`config.mk`:
```
export PLATFORM = sky130hd
export DESIGN_NAME = rna_ctrl
export DESIGN_NICKNAME = d
export VERILOG_FILES = /design/src/hw/rtl/rna_pkg.sv /design/src/hw/rtl/rna_ctrl.sv
export SDC_FILE = /design/constraint.sdc
export NUM_CORES = 1
export LEC_CHECK = 0
export ABC_CLOCK_PERIOD_IN_PS = 3700
export BUFFER_PORTS_ARGS = -buffer_cell sky130_fd_sc_hd__buf_4
export CAP_MARGIN = 0
export CELL_PAD_IN_SITES_DETAIL_PLACEMENT = 0
export CELL_PAD_IN_SITES_GLOBAL_PLACEMENT = 1
export CORE_MARGIN = 2
export CORE_UTILIZATION = 41
export DETAILED_ROUTE_END_ITERATION = 16
export GPL_ROUTABILITY_DRIVEN = 0
export PLACE_DENSITY = 0.82
export SYNTH_ARGS = -nofsm -noshare
export SYNTH_HDL_FRONTEND = slang
export SYNTH_SLANG_ARGS = --single-unit
```
`constraint.sdc`:
```
create_clock -name clk -period 3.7 [get_ports clk]
set_input_delay 0.185 -clock clk [delete_from_list [all_inputs] [get_ports clk]]
set_output_delay 0.185 -clock clk [all_outputs]
set_load 0.01 [all_outputs]
```
`src/hw/rtl/rna_pkg.sv`:
```
// Package for the rational arithmetic unit: operation codes, status codes,
// width constants and the controller/datapath command and status structs.
// No dependencies.
package rna_pkg;

  localparam int NumWidthDef = 32;
  localparam int IoW         = 32;
  localparam int MagW        = 66;
  localparam int CntW        = 7;

  localparam logic [3:0] OP_ADD = 4'd0;
  localparam logic [3:0] OP_SUB = 4'd1;
  localparam logic [3:0] OP_MUL = 4'd2;
  localparam logic [3:0] OP_DIV = 4'd3;
  localparam logic [3:0] OP_NEG = 4'd4;
  localparam logic [3:0] OP_INV = 4'd5;
  localparam logic [3:0] OP_ABS = 4'd6;
  localparam logic [3:0] OP_RED = 4'd7;
  localparam logic [3:0] OP_CMP = 4'd8;
  localparam logic [3:0] OP_INT = 4'd9;

  localparam logic [1:0] ST_OK   = 2'd0;
  localparam logic [1:0] ST_ZERO = 2'd1;
  localparam logic [1:0] ST_OVF  = 2'd2;

  localparam logic [1:0] ORD_LT = 2'd0;
  localparam logic [1:0] ORD_EQ = 2'd1;
  localparam logic [1:0] ORD_GT = 2'd2;

  // Datapath commands from the controller.
  typedef struct packed {
    logic load;     // capture operands, decode
    logic mul;      // register cross products
    logic combine;  // form signed numerator and denominator
    logic gcd_load; // seed Euclid with numerator and denominator
    logic gcd_step; // one Euclid remainder bit step
    logic gcd_init; // start a remainder
    logic gcd_swap; // finish one remainder
    logic div_init; // start dividing by gcd
    logic div_step; // one quotient bit for both parts
    logic finish;   // form result
  } rna_cmd_t;

  typedef struct packed {
    logic early;    // result known from decode or compare
    logic gcd_done; // divisor is zero
    logic is_int;   // integral part path
  } rna_stat_t;

endpackage

```
`src/hw/rtl/rna_ctrl.sv`:
```
// Controller state machine of the rational unit: sequences decode,
// products, Euclid remainders, the gcd division and result handoff.
// Depends on rna_pkg.
module rna_ctrl (
  input  logic               clk,
  input  logic               rst,
  input  logic               in_valid,
  output logic               in_ready,
  output logic               out_valid,
  input  logic               out_ready,
  input  rna_pkg::rna_stat_t stat,
  output rna_pkg::rna_cmd_t  cmd
);
  localparam logic [3:0] S_IDLE  = 4'd0;
  localparam logic [3:0] S_MUL   = 4'd1;
  localparam logic [3:0] S_COMB  = 4'd2;
  localparam logic [3:0] S_GCHK  = 4'd3;
  localparam logic [3:0] S_GDIV  = 4'd4;
  localparam logic [3:0] S_GSWP  = 4'd5;
  localparam logic [3:0] S_DINI  = 4'd6;
  localparam logic [3:0] S_DIV   = 4'd7;
  localparam logic [3:0] S_FIN   = 4'd8;
  localparam logic [3:0] S_GINI  = 4'd9;

  localparam int Steps = rna_pkg::MagW;

  logic [3:0] state, state_next;
  logic [rna_pkg::CntW-1:0] cnt, cnt_next;
  logic out_full, out_full_next;

  // Accept when idle; a waiting result sits in its own register
  assign in_ready  = (state == S_IDLE);
  assign out_valid = out_full;

  always_comb begin
    state_next    = state;
    cnt_next      = cnt;
    out_full_next = out_full && !out_ready;
    cmd           = '0;
    case (state)
      S_IDLE: if (in_valid && in_ready) begin
        cmd.load = 1'b1; state_next = S_MUL;
      end
      S_MUL: begin
        if (stat.early) state_next = S_FIN;
        else begin cmd.mul = 1'b1; state_next = S_COMB; end
      end
      S_COMB: begin
        cmd.combine = 1'b1;
        state_next  = stat.is_int ? S_DINI : S_GINI;
      end
      S_GINI: begin
        cmd.gcd_load = 1'b1; cnt_next = '0;
        state_next = S_GCHK;
      end
      S_GCHK: begin
        if (stat.early) state_next = S_FIN;
        else if (stat.gcd_done) state_next = S_DINI;
        else begin cmd.gcd_init = 1'b1; cnt_next = '0; state_next = S_GDIV; end
      end
      S_GDIV: begin
        cmd.gcd_step = 1'b1;
        cnt_next = cnt + 1'b1;
        if (cnt == rna_pkg::CntW'(Steps - 1)) state_next = S_GSWP;
      end
      S_GSWP: begin
        cmd.gcd_swap = 1'b1; state_next = S_GCHK;
      end
      S_DINI: begin
        cmd.div_init = 1'b1; cnt_next = '0; state_next = S_DIV;
      end
      S_DIV: begin
        cmd.div_step = 1'b1;
        cnt_next = cnt + 1'b1;
        if (cnt == rna_pkg::CntW'(Steps - 1)) state_next = S_FIN;
      end
      S_FIN: if (!out_full || out_ready) begin
        cmd.finish = 1'b1; out_full_next = 1'b1; state_next = S_IDLE;
      end
      default: state_next = S_IDLE;
    endcase
  end

  always_ff @(posedge clk) begin
    if (rst) begin
      state <= S_IDLE; cnt <= '0; out_full <= 1'b0;
    end else begin
      state <= state_next; cnt <= cnt_next; out_full <= out_full_next;
    end
  end

`ifndef ASSERT_OFF
  a_fin_free: assert property (@(posedge clk) disable iff (rst)
    cmd.finish |-> (!out_full || out_ready)) else $error("result overwritten");
  a_load_idle: assert property (@(posedge clk) disable iff (rst)
    cmd.load |=> (state == S_MUL)) else $error("load did not start work");
  a_fin_valid: assert property (@(posedge clk) disable iff (rst)
    cmd.finish |=> out_full) else $error("finished result not shown");
`endif
endmodule

```
# Word level (Yosys, flattened, before mapping)
# Cells that the tools add are included.
[classes]
reduce_logical = 12
n_addsub = 1
eq_ne = 16
mux = 29
[ops]
columns = ["op", "count"]
rows = [
  ["$pmux W4 S9", 1],
  ["$mux W4", 7],
  ["$pmux W7 S3", 1],
  ["$mux W1", 17],
  ["$eq A4 B3 Y1 const B", 4],
  ["$mux W7", 2],
  ["$ne A2 B2 Y1 const B", 5],
  ["$eq A4 B2 Y1 const B", 2],
  ["$eq A4 B4 Y1 const B", 2],
  ["$add A7 B1 Y7 const B", 1],
  ["$eq A7 B7 Y1 const B", 1],
  ["$reduce_or A2 Y1", 3],
  ["$eq A4 B1 Y1 const B", 1],
  ["$logic_not A4 Y1", 1],
  ["$reduce_and A4 Y1", 1],
  ["$reduce_and A3 Y1", 1],
  ["$reduce_bool A3 Y1", 1],
  ["$logic_and A1 B1 Y1", 2],
  ["$logic_not A1 Y1", 2],
  ["$mux W2", 1],
  ["$ne A2 B1 Y1 const B", 1],
  ["$logic_or A1 B1 Y1", 1],
]
[totals]
inputBits = 7
reg_bits = 12

# Longest topological paths before layout
# Gate-level depths: netlist of the first run.
[logic_depth]
word_depth = 4
ltp_mapped = 6

# Worst setup path after synthesis of the first run
# OpenSTA, ideal clock, no wires.
[synth_path]
path_kind = "register to register"
startpoint = "register state[0]"
endpoint = "register state[3]"
setup_slack_ns = 2.262
setup_time_ns = 0.135
path_buffers = 1
arrival_ns = 1.303
stages_incl_launch_ff = 6
path_cell_list = "dfxtp_1 > buf_6 > nor4_2 > o2bb2ai_4 > or2_4 > o32ai_1"
[synth_between]
elab_chain_cells = 4
[synth_rtl]
columns = ["item", "line_no", "source"]
rows = [
  ["start, declared", "rna_ctrl.sv:27", "logic [3:0] state, state_next;"],
  ["start signal, assigned", "rna_ctrl.sv:88", "state <= state_next; cnt <= cnt_next; out_full <= out_full_next;"],
  ["$logic_not A4 Y1 (*)", "rna_ctrl.sv:32", "assign in_ready = (state == S_IDLE);"],
  ["via in_ready", "rna_ctrl.sv:8", "output logic in_ready,"],
  ["$logic_and A1 B1 Y1", "rna_ctrl.sv:41", "S_IDLE: if (in_valid && in_ready) begin"],
  ["$ne A2 B1 Y1 (no line)", "-", ""],
  ["$reduce_and A4 Y1 (no line)", "-", ""],
]
# Mark *: on every way through the listed nets, which the timed path passes. The rest lies on a longest branch.
# A chain may end at the register's enable or synchronous reset.

==> results.json, run 1 <==
{
  "outcome": "finished clean",
  "drc_errors": 0,
  "gr-total-overflow": 0,
  "nNetsFinal": 132,
  "max-cap-violations": 0,
  "multiInputGateArea_um2": 581.8,
  "grt_usage_pct": 16.20,
  "die_h_um": 50.39,
  "area.sequential_um2": 240.2,
  "ys_warn_count": 0,
  "die_w_um": 50.39,
  "cts_num_sinks": 12,
  "cts.clk_slew.worst_paths_ns": 0.07,
  "drtIter0Drc": 12,
  "setup_viol": 0,
  "num_vias": 806,
  "mostFrequentLayoutCells": "18 x buf_4, 12 x dfxtp_1, 11 x nand2_1",
  "timing.hold.ws_ns": 0.1803,
  "final_layout_size_suffix_gt1_share_pct": 30.33,
  "ir_worst_vdd_mv": 0.3473,
  "finalCriticalPeriod_ns": 1.941,
  "cts_made_buffers": 3,
  "num_rows": 16,
  "yosysSeqAreaShare_pct": 27.23,
  "ys_seq_elements": 12,
  "hold_class": "in -> reg",
  "power_density_nw_per_um2": 609.9,
  "clk-insertion-delay-late_ns": 0.27,
  "dp_hpwl_mm": 1.393,
  "cp.required_ns": 3.51,
  "syn-cell-area_um2": 882.1,
  "cp_max_fo": 11,
  "ant_nets": 0,
  "fmax_mhz": 515.1,
  "synth.avg_cell_area_um2": 8.322,
  "portBuffers": 18,
  "synth.area.top_cells": "dfxtp_1 27%, nand2_1 4.7%, a21oi_1 4.0%",
  "io_pins": 19,
  "first_global_vias": 709,
  "leakagePower_nw": 0.3721,
  "synth_top_cell_area_share_pct": 27.23,
  "cts_tree": "built",
  "place_area_um2": 1010,
  "routedWlPerCell_um": 12.70,
  "syn_nets": 115,
  "hold_violations": 0,
  "arrival_ns": 1.76,
  "wl_mm": 1.893,
  "core_um2": 2002,
  "hold_buffers": 0,
  "maxSlewHeadroom_pct": 67.47,
  "critPathCaptureType": "primary output",
  "dieArea_um2": 2539,
  "period_share_pct": 52.47,
  "syn2layout_area_growth_pct": 18.58,
  "synth_top_area_cell": "dfxtp_1",
  "rsz0062_at_grt": "false",
  "clock_tree.buffer_depth": 2,
  "skew_ns": 0.002469,
  "start_kind": "flip-flop",
  "antenna_cells": 0,
  "ys_types": 42,
  "postCtsSetupBuffers": 0,
  "finalMaxSlewViolations": 0,
  "path_class": "reg -> out",
  "tightest_slew_ns": 0.4873,
  "final_area_um2": 1046,
  "grt_pass1_wl_mm": 3.160,
  "cts_resized": 0,
  "antenna_found_initial": 0,
  "cts-root-buf": "clkbuf_4",
  "grt_max_degree": 14,
  "viasPerCell": 5.409,
  "dr.pass1.iters": 6,
  "fillers": 206,
  "initial_core_util_pct": 44.06,
  "synthCells": 106,
  "htreeDepth": 1,
  "final_common_cell": "buf_4",
  "setup_tns_ns": 0
}
[sequential cells by signal, indices dropped and copies added, names as in the netlist]
signal and count:
cnt 7, out_valid 1, state 4
[worst max-delay path, stage by stage (launching register included)]
cell and delay [ns]:
dfxtp_1 0.59, or4b_4 0.56, and2b_2 0.23, buf_4 0.11
[cells by family after synthesis]
family,synth area share [%]
AND/OR/NAND/NOR,30.92
adder cells (fa/ha/maj),2.836
XOR/XNOR,1.844
AO/OA/AOI/OAI,30.36
buffers and inverters,6.808
flip-flops,27.23
[metrics by stage]
step / util (%) / setup WS, ns / std cells / power [mW]
final: 52.25 / 1.759 / 149 / 0.6380
after global placement: 50.44 / 2.057 / 145 / 0.5342
after CTS: 52.25 / 1.748 / 149 / 0.6409
after floorplan: - / 2.262 / 106 / 0.4555
after detailed placement: 50.44 / 2.003 / 145 / 0.5364
after global routing: 52.25 / 1.674 / 149 / 0.6865
[final cells by class]
| type | instances | share of cell area (%) |
|---|---|---|
| Multi-Input combinational cell | 83 | 55.62 |
| Sequential cell | 12 | 22.97 |
| Inverter | 5 | 1.794 |
| Timing Repair Buffer | 18 | 12.92 |
| Clock buffer | 4 | 3.469 |
| Tap cell | 27 | 3.230 |
[synth_stat cells (all sizes together)]
| cell | number |
|---|---|
| nand2b | 5 |
| and4bb | 2 |
| clkbuf | 1 |
| ha | 2 |
| nand3 | 2 |
| nor3 | 6 |
| or4b | 1 |
| or2 | 3 |
| o2111ai | 1 |
| buf | 5 |
| o31ai | 1 |
| or3 | 3 |
| a311oi | 4 |
| o21a | 1 |
| a22oi | 1 |
| o32ai | 2 |
| a21oi | 8 |
| o2bb2ai | 2 |
| nand2 | 11 |
| o21bai | 1 |
| nor4 | 2 |
| o21ai | 6 |
| and2 | 2 |
| dfxtp | 12 |
| nor2 | 10 |
| o22a | 1 |
| inv | 5 |
| o211ai | 2 |
| and2b | 1 |
| xor2 | 1 |
| a211oi | 2 |
[metal layers]
metal,global-route usage (%),routed length (µm),up-vias
met2,24.78,831,20
met3,4.762,80,0
met1,22.28,980,364
met4,4.054,0,0
li1,-,-,422
met5,0,0,-
[power breakdown]
part / switching (mW) / total, mW / leakage, nW / internal, mW
combinational: 0.167 / 0.321 / 0.254 / 0.155
sequential: 0.0637 / 0.214 / 0.0972 / 0.150
clock: 0.0431 / 0.103 / 0.0210 / 0.0598
[path summary, 6_finish.rpt]
| path | cells past startpoint | startpoint | end | slack, ns |
|---|---|---|---|---|
| worst max-delay path | 3 | state[3] | cmd[0] | 1.76 |
| worst min-delay path | 2 | rst | cnt[2] | 0.18 |
| worst max register to register | 4 | state[2] | cnt[6] | 2.01 |
| worst min register to register | 1 | cnt[6] | cnt[6] | 0.48 |
Power figures use the tool's default switching activity.
==> run 2: changes to the inputs <==
--- a/config.mk
+++ b/config.mk
@@ -5,16 +5,16 @@
 export SDC_FILE = /design/constraint.sdc
 export NUM_CORES = 1
 export LEC_CHECK = 0
-export ABC_CLOCK_PERIOD_IN_PS = 3700
+export ABC_CLOCK_PERIOD_IN_PS = 1720
 export BUFFER_PORTS_ARGS = -buffer_cell sky130_fd_sc_hd__buf_4
 export CAP_MARGIN = 0
 export CELL_PAD_IN_SITES_DETAIL_PLACEMENT = 0
 export CELL_PAD_IN_SITES_GLOBAL_PLACEMENT = 1
 export CORE_MARGIN = 2
-export CORE_UTILIZATION = 41
+export CORE_UTILIZATION = 35
 export DETAILED_ROUTE_END_ITERATION = 16
 export GPL_ROUTABILITY_DRIVEN = 0
-export PLACE_DENSITY = 0.82
+export PLACE_DENSITY = 0.75
 export SYNTH_ARGS = -nofsm -noshare
 export SYNTH_HDL_FRONTEND = slang
 export SYNTH_SLANG_ARGS = --single-unit
==> constraint.sdc (replaced) <==
create_clock -name clk -period 1.72 [get_ports clk]
set_input_delay 0.086 -clock clk [delete_from_list [all_inputs] [get_ports clk]]
set_output_delay 0.086 -clock clk [all_outputs]
set_load 0.01 [all_outputs]
==> results.json, run 2 (synthesized netlist as in run 1, its figures left out) <==
{
  "htreeDepth": 1,
  "clk-insertion-delay-late_ns": 0.27,
  "final_common_cell": "buf_4",
  "io_pins": 19,
  "cts_made_buffers": 3,
  "grt_pass1_wl_mm": 3.229,
  "max-cap-violations": 0,
  "num_vias": 875,
  "grt_usage_pct": 15.12,
  "final_layout_size_suffix_gt1_share_pct": 36.72,
  "setup_viol": 0,
  "fillers": 256,
  "tightest_slew_ns": 0.4322,
  "p_sw_mw": 0.6276,
  "ant_nets": 0,
  "cp_max_fo": 7,
  "start_kind": "flip-flop",
  "gr-total-overflow": 0,
  "cts_tree": "built",
  "grt_max_degree": 14,
  "finalMaxSlewViolations": 0,
  "cts.clk_slew.worst_paths_ns": 0.09,
  "leakagePower_nw": 0.4045,
  "postCtsSetupBuffers": 0,
  "seq_power_share_pct": 28.5,
  "power.share.clock_pct": 15.7,
  "cp.required_ns": 1.63,
  "drtIter0Drc": 16,
  "arrival_ns": 1.56,
  "num_rows": 18,
  "syn2layout_area_growth_pct": 25.11,
  "dp_hpwl_mm": 1.571,
  "drc_errors": 0,
  "mostFrequentLayoutCells": "24 x buf_4, 11 x nand2_1, 9 x nor2_1, 9 x dfxtp_1, 7 x a21oi_1",
  "rsz0062_at_grt": "false",
  "hold_violations": 0,
  "timing.hold.ws_ns": 0.07836,
  "dr.pass1.iters": 4,
  "critPathCaptureType": "primary output",
  "nNetsFinal": 138,
  "die_h_um": 54.20,
  "portBuffers": 18,
  "core_um2": 2432,
  "dieArea_um2": 2938,
  "hold_class": "in -> reg",
  "antenna_cells": 0,
  "maxSlewHeadroom_pct": 70.94,
  "outcome": "finished clean",
  "ir_worst_vdd_mv": 0.6261,
  "first_global_vias": 728,
  "preCtsSetupSlack_ns": 0.2441,
  "setup_ws_ns": 0.07396,
  "final_area_um2": 1104,
  "antenna_found_initial": 0,
  "wl_mm": 2.114,
  "period_share_pct": 95.70,
  "die_w_um": 54.20,
  "place_area_um2": 1059,
  "clock_tree.buffer_depth": 2,
  "viasPerCell": 5.538,
  "finalCriticalPeriod_ns": 1.646,
  "fmax_mhz": 607.5,
  "cellInternalPower_mw": 0.8491,
  "setup_tns_ns": 0,
  "skew_ns": 0.004787,
  "cts-root-buf": "clkbuf_4",
  "hold_buffers": 0,
  "switching_share_pct": 42.50,
  "cts_num_sinks": 12,
  "power_density_nw_per_um2": 1338,
  "routedWlPerCell_um": 13.38,
  "initial_core_util_pct": 36.27,
  "combPwrFrac_pct": 55.8,
  "largest_register_ffs": 7,
  "cts_resized": 0,
  "path_class": "reg -> out",
  "top_register": "cnt"
}
[run 2: layout make-up]
cell class,instances,area (µm²),area share [%]
Clock buffer,4,36.28,3.288
Sequential cell,12,244.0,22.11
Multi-Input combinational cell,83,586.8,53.17
Timing Repair Buffer,24,180.2,16.33
Tap cell,30,37.54,3.401
Inverter,5,18.77,1.701
[run 2: power by group through the flow]
stage / Clock [mW] / Sequential [mW] / Combinational (mW)
6_report: 0.232 / 0.420 / 0.824
5_1_grt: 0.249 / 0.424 / 0.894
4_1_cts: 0.236 / 0.411 / 0.819
3_5_place_dp: 0 / 0.415 / 0.817
3_3_place_gp: 0 / 0.417 / 0.810
2_1_floorplan: 0 / 0.373 / 0.607
[run 2: final timing paths]
kind	start	end	slack (ns)	depth (start not counted)
min reg2reg	cnt[6]	cnt[6]	0.48	1
max	state[0]	cmd[0]	0.07	3
max reg2reg	state[2]	state[0]	0.28	5
min	rst	cnt[2]	0.08	2
[run 2: per-layer routing]
metal,track usage (%),wire (µm),vias to the layer above
li1,-,-,430
met1,21.33,1043,404
met2,22.49,931,39
met3,2.500,122,2
met4,6.250,17,0
met5,0,0,-
[run 2: metrics by stage]
stage	std cells	utilization, %	total power [mW]
6_report	158	45.37	1.477
5_1_grt	158	45.37	1.568
4_1_cts	158	45.01	1.466
3_5_place_dp	154	43.52	1.232
3_3_place_gp	154	43.52	1.227
2_1_floorplan	106	-	0.9799
[run 2: critical path, stage by stage, from the launching register on]
cell and delay (ns):
dfxtp_2 0.38, or4b_4 0.57, and2b_2 0.23, buf_4 0.11
